<file path="config.mk">
export PLATFORM = sky130hd
export DESIGN_NAME = smgr_ctrl
export DESIGN_NICKNAME = d
export VERILOG_FILES = /design/src/hdl/smgr_pkg.sv /design/src/hdl/smgr_ctrl.sv
export SDC_FILE = /design/constraint.sdc
export NUM_CORES = 1
export LEC_CHECK = 0
export ABC_CLOCK_PERIOD_IN_PS = 1900
export BUFFER_PORTS_ARGS = -buffer_cell sky130_fd_sc_hd__buf_4
export CAP_MARGIN = 10
export CORE_MARGIN = 5
export CORE_UTILIZATION = 35
export DETAILED_ROUTE_END_ITERATION = 10
export SLEW_MARGIN = 20
export SYNTH_ARGS = -nofsm -noshare
export SYNTH_HDL_FRONTEND = slang
export SYNTH_SLANG_ARGS = --single-unit
</file>
<file path="constraint.sdc">
create_clock -name clk -period 1.9 [get_ports clk]
set_input_delay 0.19 -clock clk [delete_from_list [all_inputs] [get_ports clk]]
set_output_delay 0.19 -clock clk [all_outputs]
set_load 0.02 [all_outputs]
</file>
<file path="src/hdl/smgr_pkg.sv">
// smgr_pkg: codes, field widths and shared structs of the stub matching graph randomizer
// depends on nothing; used by smgr_ctrl, smgr_dpath and the top module
package smgr_pkg;

    localparam int VERTEX_W = 8;
    localparam int PICK_W   = 11;
    localparam int LEFT_W   = 11;
    localparam int RATIO_W  = 11;
    localparam int FAIL_W   = 22;

    localparam logic [RATIO_W-1:0] RATIO_RESET = 11'd100;
    localparam logic [FAIL_W-1:0]  FAIL_MAX    = {FAIL_W{1'b1}};

    typedef enum logic [1:0] {
        MODE_LOAD_SINGLE = 2'd0,
        MODE_LOAD_DOUBLE = 2'd1,
        MODE_DRAW        = 2'd2,
        MODE_RESTART     = 2'd3
    } mode_t;

    typedef enum logic [2:0] {
        ST_LOADED       = 3'd0,
        ST_PLACED       = 3'd1,
        ST_CONFLICT     = 3'd2,
        ST_GAVE_UP      = 3'd3,
        ST_BAD_PICK     = 3'd4,
        ST_NOTHING_LEFT = 3'd5
    } status_t;

    typedef struct packed {
        mode_t               mode;
        logic [VERTEX_W-1:0] src_vertex;
        logic [VERTEX_W-1:0] dst_vertex;
        logic [PICK_W-1:0]   out_pick;
        logic [PICK_W-1:0]   in_pick;
    } request_t;

    typedef struct packed {
        status_t             status;
        logic [VERTEX_W-1:0] edge_src;
        logic [VERTEX_W-1:0] edge_dst;
        logic                edge_is_double;
        logic [LEFT_W-1:0]   single_left;
        logic [LEFT_W-1:0]   double_left;
    } result_t;

    typedef struct packed {
        logic in_ready;
        logic clear_en;
        logic pick_rd;
        logic last_rd;
        logic rowt_rd;
        logic check;
        logic wrt;
        logic push;
    } ctrl_cmd_t;

    typedef struct packed {
        logic in_valid;
        logic draw_go;
        logic restart;
        logic place_dbl;
        logic clear_last;
        logic out_free;
    } dp_status_t;

endpackage

</file>
<file path="src/hdl/smgr_ctrl.sv">
// smgr_ctrl: sequencing state machine of the randomizer
// depends on smgr_pkg; drives commands to smgr_dpath and reads its status
module smgr_ctrl (
    input  logic                  clk,
    input  logic                  rst_n,
    input  smgr_pkg::dp_status_t  stat,
    output smgr_pkg::ctrl_cmd_t   cmd
);

    typedef enum logic [7:0] {
        S_CLEAR = 8'b0000_0001,
        S_IDLE  = 8'b0000_0010,
        S_PICK  = 8'b0000_0100,
        S_LAST  = 8'b0000_1000,
        S_ROWT  = 8'b0001_0000,
        S_CHECK = 8'b0010_0000,
        S_WRT   = 8'b0100_0000,
        S_DONE  = 8'b1000_0000
    } state_t;

    state_t state_reg;
    state_t state_next;
    logic   clr_pend_reg;
    logic   clr_pend_next;

    always_comb
    begin
        cmd           = '0;
        state_next    = state_reg;
        clr_pend_next = clr_pend_reg;
        case (state_reg)
            S_CLEAR:
            begin
                cmd.clear_en = 1'b1;
                if (stat.clear_last)
                begin
                    state_next = S_IDLE;
                end
            end
            S_IDLE:
            begin
                cmd.in_ready = 1'b1;
                if (stat.in_valid)
                begin
                    if (stat.draw_go)
                    begin
                        state_next = S_PICK;
                    end
                    else
                    begin
                        state_next    = S_DONE;
                        clr_pend_next = stat.restart;
                    end
                end
            end
            S_PICK:
            begin
                cmd.pick_rd = 1'b1;
                state_next  = S_LAST;
            end
            S_LAST:
            begin
                cmd.last_rd = 1'b1;
                state_next  = S_ROWT;
            end
            S_ROWT:
            begin
                cmd.rowt_rd = 1'b1;
                state_next  = S_CHECK;
            end
            S_CHECK:
            begin
                cmd.check  = 1'b1;
                state_next = stat.place_dbl ? S_WRT : S_DONE;
            end
            S_WRT:
            begin
                cmd.wrt    = 1'b1;
                state_next = S_DONE;
            end
            S_DONE:
            begin
                cmd.push = stat.out_free;
                if (stat.out_free)
                begin
                    state_next    = clr_pend_reg ? S_CLEAR : S_IDLE;
                    clr_pend_next = 1'b0;
                end
            end
            default:
            begin
                state_next = S_CLEAR;
            end
        endcase
    end

    always_ff @(posedge clk or negedge rst_n)
    begin
        if (!rst_n)
        begin
            state_reg    <= S_CLEAR;
            clr_pend_reg <= 1'b0;
        end
        else
        begin
            state_reg    <= state_next;
            clr_pend_reg <= clr_pend_next;
        end
    end

endmodule

</file>
# --- Word-level counts from Yosys, hierarchy flattened ---
# Cells that the tools add are included.
word_totals:
  reg_bits: 9
  latchBits: 0
  ramBits: 0
  mem_bits_ro: 0
  in_bits: 8
  output_inout_bits: 8
  n_memories: 0
op_classes:
  n_addsub: 0
  mul: 0
  n_div: 0
  magnitude_cmp: 0
  n_eq_ne: 12
  shifts: 0
  n_mux: 19
  bitwise_logic: 0
  reduce_logical: 3
op_table:
  columns: ["cell", "n"]
  rows:
  - ["one-hot mux 8 bit (8 select lines)", 1]
  - ["2-to-1 mux 8 bit", 5]
  - ["2-to-1 mux 1 bit", 11]
  - ["equality test 8 x 1 -> 1 bit (second input constant)", 1]
  - ["equality test 8 x 2 -> 1 bit (second input constant)", 1]
  - ["equality test 8 x 3 -> 1 bit (second input constant)", 1]
  - ["equality test 8 x 4 -> 1 bit (second input constant)", 1]
  - ["equality test 8 x 5 -> 1 bit (second input constant)", 1]
  - ["equality test 8 x 6 -> 1 bit (second input constant)", 1]
  - ["equality test 8 x 7 -> 1 bit (second input constant)", 1]
  - ["equality test 8 bit (second input constant)", 1]
  - ["!= test 2 bit (second input constant)", 4]
  - ["AND reduction 4 bit", 1]
  - ["AND reduction 3 bit", 1]
  - ["2-to-1 mux 2 bit", 1]
  - ["one-hot mux 1 bit (2 select lines)", 1]
  - ["nonzero test 2 bit", 1]

# --- Longest topological paths before layout ---
# Gate-level depths: netlist of run 1.
logic_depth:
  ltp_word: 3
  depth_mapped: 5
  ltp_nobuf: 5

# --- Least setup slack after synthesis of run 1 ---
# Ideal clock, no wire load.
synth_path:
  path_type: "register to register"
  start: "register state_reg[6]"
  end: "register state_reg[2]"
  setup_ns: 0.120
  arrival_time_ns: 1.636
  slack_ns: 0.145
  path_stages_with_launch: 6
  path_buffers: 0
  synth_period_minus_slack_ns: 1.755
  cell_sequence: "dfrtp_1 -> nor4_4 -> nand2_2 -> nor3b_2 -> a211oi_2 -> and3_1"
synth_via:
  elab_chain_cells: 3
  word_cells_on_any_way: 13
  cone_classes: "11 x eq/ne; 1 x mux; 1 x reduce/logical"
synth_rtl:
  columns: ["item", "line", "source"]
  rows:
  - ["start: declaration", "smgr_ctrl.sv:21", "state_t state_reg;"]
  - ["start signal: assignment", "smgr_ctrl.sv:106", "state_reg <= state_next;"]
  - ["equality test 8 x 1 -> 1 bit, or another cell as far along", "smgr_ctrl.sv:31", "case (state_reg)"]
  - ["!= test 2 bit (no line)", null, null]
  - ["AND reduction 3 bit (no line)", null, null]
# Several ways; a longest one is shown, not always the timed one.
# A chain may end at the register's enable or synchronous reset.

==> run_results.csv, run 1 <==
group,metric,value,unit
timing,slew_headroom,76.9,%
placed_design,dp.cells,92,
critical_path,cp.required,1710,ps
yosys,synth-seq-cells,9,
timing,hold_ws,142,ps
timing,worstMarginPinSlew,344,ps
critical_path,crit_arrival,1690,ps
critical_path,critPathMaxFanout,5,
global_routing,antenna_found_initial,0,
critical_path,cp-start-kind,"register",
cells_and_area,largest_reg_flops,8,
die,die_x,51.2,um
route,route.detailed.drc,0,
cells_and_area,drive_gt1_share,50.0,%
yosys,syn-cell-area,594,sq um
critical_path,path_class,"reg2out",
placed_design,gp_congestion,0.813,
die,fp.dieH,51.2,um
timing,setup_violations,0,
job,max_cap_violations,0,
cells_and_area,insertedDiodeCount,0,
cells_and_area,stdcell_area,866,sq um
power_and_ir_drop,power,981,uW
critical_path,path_delay_family,"buffers and inverters",
yosys,ys_warn_count,0,
yosys,syn_area_per_cell,9.91,sq um
cells_and_area,stdcell_count,104,
route,drtAntennaViolNets,0,
timing,skew,1.79,ps
critical_path,crit_chain,"nor4_4 -> buf_4 -> nand4b_1 -> buf_4 -> inv_2 -> buf_6",
route,wire_per_inst,13.1,um
route,vias,550,
placed_design,io_buffers,15,
timing,fin_crit_sh,98.9,%
timing,hold_viol,0,
yosys,seq_area_frac_synth,38.1,%
yosys,synthMuxAreaShare,0,%
critical_path,reg2reg_from,"state_reg[3]$_DFFE_PN0P_",
die,num_io_pins,16,
timing,clock.fmax,0.532,GHz
hold_path,hold_path_class,"in2reg",
run_status,status,"finished clean",
yosys,syn_nets,68,
cts,cts_buffers,3,
placed_design,hpwl,992,um
die,die_area,0.00262,sq mm
route,via_per_inst,5.29,
yosys,synth_top_family_by_area,"simple AND/OR/NAND/NOR gates",
timing,rsz0062_at_grt,"yes",
cells_and_area,final_cell_mix,"buf_4, nor2_1, nor3b_1",
die,core-area,0.00156,sq mm
cells_and_area,final_net_count,97,
critical_path,cp-end-kind,"output pin",
global_routing,grt_usage,11.1,%
cts,htree_levels,1,
power_and_ir_drop,power_density,1130,mW/mm^2
yosys,synthCells,60,
yosys,synth_simple_gate_area_share,38.5,%
timing,tns,0,ps
timing,finalCriticalPeriod,1880,ps
critical_path,cp_slowest_cell,"dfrtp_2",
global_routing,grt_pass1_wl,2.20,mm
cells_and_area,syn_to_final_growth,45.7,%
route,drt_wl_total,1.37,mm
cts,clkSinkCount,9,
cts,worstSkewPairLatency,260,ps
cts,clkTransAtPathRegs,60,ps
route,drt_first_pass_iters,4,
cts,clockRootBuffer,"clkbuf_4",
power_and_ir_drop,ir_worst_vdd,0.749,mV
cts,clk_path_buf_depth,2,
die,num_rows,14,
critical_path,critPathLaunch,"state_reg[3]$_DFFE_PN0P_",
global_routing,grt_pass1_vias,524,
global_routing,grt_max_degree,10,
critical_path,slowest_delay,430,ps
yosys,synth_xor_area_share,5.89,%
cells_and_area,fillCellCount,126,
global_routing,grt-ovfl-total,0,
yosys,synth_compound_area_share,14.9,%
cts,cts_tree,"done",
die,initial_utilization,38.1,%
power_and_ir_drop,p_leak,0.420,nW
yosys,synth_fa_ha_area_share,0,%
cells_and_area,final_common_cell,"buf_4",
route,drt_iter0_markers,8,
yosys,ys_types,28,
hold_path,hold_path.startpoint,"stat[5]",
placed_design,place_area,734,sq um
timing,slew_violations,0,
critical_path,worst-path-buf-inv,4,
critical_path,cp_common_cell,"buf_4",
-- synth_stat cells --
library cell / number / area (sq um)
nor3b_1: 6 / 45.0
a21oi_1: 2 / 10.0
nor3b_2: 2 / 25.0
o21a_1: 1 / 7.51
o2111a_1: 1 / 11.3
xor2_1: 3 / 26.3
a21o_1: 1 / 7.51
nand4b_1: 1 / 8.76
nor2_1: 8 / 30.0
o21ai_1: 1 / 5.00
o31ai_1: 1 / 7.51
o22ai_1: 1 / 6.26
nand4_1: 1 / 6.26
dfrtp_1: 8 / 200
nor4_4: 2 / 42.5
and2b_2: 1 / 8.76
nand2_2: 1 / 6.26
xnor2_1: 1 / 8.76
and3_1: 1 / 6.26
and4b_2: 1 / 11.3
a211o_1: 1 / 8.76
and2_1: 1 / 6.26
nand3_1: 5 / 25.0
o22ai_2: 1 / 12.5
dfstp_2: 1 / 26.3
inv_1: 4 / 15.0
nand2_1: 2 / 7.51
a211oi_2: 1 / 12.5
-- cells by family (layout without fill, tap and decap cells) --
| kind of cell | after synthesis | count (layout) |
|---|---|---|
| and+or+nand+nor | 32 | 32 |
| AOI/OAI and AO/OA | 11 | 11 |
| DFF | 9 | 9 |
| xor gates and xnor gates | 4 | 4 |
| buffers and inverters | 4 | 32 |
-- per-stage QoR --
stage	setup slack [ps]	utilization (%)
CTS	-1.44	50.2
finish	20.6	55.5
floorplan	145	-
global route	-60.5	55.5
detailed placement	129	47.1
global placement	185	47.1
-- final timing paths --
kind / endpoint / slack [ps] / depth (start not counted)
worst max-delay path: cmd[7] / 20 / 6
worst min-delay path: state_reg[1]$_DFFE_PN0P_ / 140 / 2
worst max register to register: state_reg[2]$_DFFE_PN0P_ / 70 / 7
worst min register to register: state_reg[3]$_DFFE_PN0P_ / 500 / 1
max in group asynchronous: state_reg[0]$_DFFE_PN1P_ / 1400 / 2
min in group asynchronous: state_reg[7]$_DFFE_PN0P_ / 290 / 2
-- power breakdown --
group	total [mW]	switching, mW	internal [mW]
Clock	0.151	0.0694	0.0811
Combinational	0.545	0.270	0.275
Sequential	0.286	0.0489	0.237
-- layer usage --
layer / up-vias / track usage, % / part of all wire (%)
met5: - / 0 / 0
met4: 0 / 5.38 / 1.3
met3: 2 / 2.62 / 3.2
met2: 9 / 16.3 / 47
met1: 259 / 15.3 / 49
li1: 280 / - / -
-- area by class of cell --
| cell class | count | area (sq um) | share of cell area [%] |
|---|---|---|---|
| Inverter | 4 | 15.0 | 1.73 |
| Clock buffer | 4 | 26.3 | 3.03 |
| Timing Repair Buffer | 24 | 190 | 22.0 |
| Multi-Input combinational cell | 47 | 383 | 44.2 |
| Tap cell | 16 | 20.0 | 2.31 |
| Sequential cell | 9 | 231 | 26.7 |
-- repair_timing --
action | CTS | global route
endpoints found under the setup margin | 3 | 9
hold buffers | 1 | 0
pin swaps | 1 | 6
resized for setup | 2 | 11
hold endpoints to repair | 9 | 0
setup buffers | 0 | 7
No activity file was read; power rests on OpenSTA's default activity.
==> inputs of run 2 (changes only) <==
--- a/config.mk
+++ b/config.mk
@@ -11,6 +11,7 @@
 export CORE_MARGIN = 5
 export CORE_UTILIZATION = 35
 export DETAILED_ROUTE_END_ITERATION = 10
+export REMOVE_ABC_BUFFERS = 1
 export SLEW_MARGIN = 20
 export SYNTH_ARGS = -nofsm -noshare
 export SYNTH_HDL_FRONTEND = slang
==> constraint.sdc (replaced) <==
create_clock -name clk -period 1.9 [get_ports clk]
set_input_delay 0.19 -clock clk [delete_from_list [all_inputs] [get_ports clk]]
set_output_delay 0.19 -clock clk [all_outputs]
set_load 0.01 [all_outputs]
==> run_results.csv, run 2 (synthesized netlist as in run 1, its figures left out) <==
group,metric,value,unit
critical_path,cp.required,1710,ps
cells_and_area,multi_input_area,375,sq um
placed_design,place_area,734,sq um
cts,clkSinkCount,9,
timing,hold_ws,146,ps
cells_and_area,drive_gt1_share,47.7,%
die,core-area,0.00156,sq mm
critical_path,critPathMaxFanout,6,
timing,slew_violations,0,
timing,slew_headroom,75.3,%
global_routing,grt_pass1_wl,2.20,mm
cts,clk_path_buf_depth,2,
cts,cts_buffers,3,
die,die_x,51.2,um
global_routing,antenna_found_initial,0,
global_routing,grt_pass1_vias,526,
global_routing,grt_max_degree,10,
run_status,status,"finished clean",
die,fp.dieH,51.2,um
global_routing,grt_usage,11.1,%
route,route.detailed.drc,0,
cells_and_area,largest_reg_flops,8,
placed_design,hpwl,992,um
route,drt_first_pass_iters,4,
timing,finalCriticalPeriod,1860,ps
route,drt_iter0_markers,6,
timing,skew,1.66,ps
critical_path,cp-end-kind,"output pin",
cells_and_area,insertedDiodeCount,0,
placed_design,io_buffers,15,
route,via_per_inst,5.50,
cells_and_area,syn_to_final_growth,42.5,%
cells_and_area,final_cell_mix,"buf_4, nor2_1, nor3b_1",
route,vias,561,
cells_and_area,final-seq-area,231,sq um
job,max_cap_violations,0,
cells_and_area,final_net_count,95,
power_and_ir_drop,power,939,uW
timing,rsz0062_at_grt,"yes",
hold_path,hold_path_class,"in2reg",
route,wire_per_inst,14.2,um
cells_and_area,fillCellCount,132,
timing,clock.fmax,0.536,GHz
cts,cts_tree,"done",
power_and_ir_drop,p_leak,0.412,nW
cells_and_area,final_common_cell,"buf_4",
cts,htree_levels,1,
die,num_rows,14,
timing,worstMarginPinSlew,368,ps
cts,clockRootBuffer,"clkbuf_4",
critical_path,crit_arrival,1670,ps
route,drtAntennaViolNets,0,
timing,fin_crit_sh,98.1,%
cts,clkTransAtPathRegs,60,ps
timing,setup_violations,0,
critical_path,cp-start-kind,"register",
critical_path,path_class,"reg2out",
cells_and_area,stdcell_area,847,sq um
global_routing,grt-ovfl-total,0,
die,num_io_pins,16,
die,die_area,0.00262,sq mm
cts,worstSkewPairLatency,260,ps
power_and_ir_drop,ir_worst_vdd,0.713,mV
placed_design,gp_congestion,0.813,
die,initial_utilization,38.1,%
route,drt_wl_total,1.45,mm
power_and_ir_drop,power_density,1110,mW/mm^2
timing,hold_viol,0,
run 2: cell count changes in the layout (fill, tap and decap cells not counted):
| cell | delta |
|---|---|
| buf_4 | -3 |
| buf_6 | +1 |
| inv_1 | +1 |
| inv_2 | -1 |
| nand3_2 | +1 |
| nand3_4 | -1 |
run 2: worst max-delay path, stage by stage (launching register included):
cell and delay (ps):
dfrtp_2 450, nor4_4 400, buf_4 200, and4b_2 250, buf_6 110
run 2: report_power, final:
part,internal [mW],switching [mW]
clock network,0.0810,0.0680
logic,0.254,0.247
registers,0.237,0.0523
run 2: final timing paths:
check                                    startpoint  depth (start not counted)  slack, ps                  endpoint
hold reg to reg            state_reg[3]$_DFFE_PN0P_                          1        500  state_reg[3]$_DFFE_PN0P_
setup reg to reg           state_reg[3]$_DFFE_PN0P_                          6         90  clr_pend_reg$_DFFE_PN0P_
setup / recovery           state_reg[5]$_DFFE_PN0P_                          4         40                    cmd[1]
min in group asynchronous                     rst_n                          2        290  state_reg[7]$_DFFE_PN0P_
max in group asynchronous                     rst_n                          2       1400  state_reg[0]$_DFFE_PN1P_
hold / removal                              stat[5]                          2        150  state_reg[1]$_DFFE_PN0P_
run 2: final cells by class:
type | count | area share [%]
Multi-Input combinational cell | 47 | 44.3
Clock buffer | 4 | 3.10
Tap cell | 16 | 2.36
Timing Repair Buffer | 22 | 21.1
Inverter | 4 | 1.77
Sequential cell | 9 | 27.3
run 2: metal layers:
layer / GRT usage [%] / part of all wire [%]
met1: 15.3 / 43
met2: 16.3 / 50
met3: 2.62 / 5.3
met4: 5.38 / 1.7
met5: 0 / 0
run 2: what timing repair did:
action / 4_1_cts / 5_1_grt
hold buffers: 1 / 0
endpoints found under the setup margin: 0 / 10
endpoints found under the hold margin: 9 / 0
setup buffers: 0 / 5
resized for setup: 0 / 12
run 2: per-stage QoR:
| step | setup TNS, ps | util, % | setup WS (ps) | instances |
|---|---|---|---|---|
| 4_1_cts | 0 | 49.4 | 3.02 | 97 |
| 3_3_place_gp | 0 | 47.1 | 185 | 92 |
| 5_1_grt | -215 | 54.3 | -45.8 | 102 |
| 2_1_floorplan | 0 | - | 272 | 60 |
| 3_5_place_dp | 0 | 47.1 | 129 | 92 |
| 6_report | 0 | 54.3 | 36.0 | 102 |
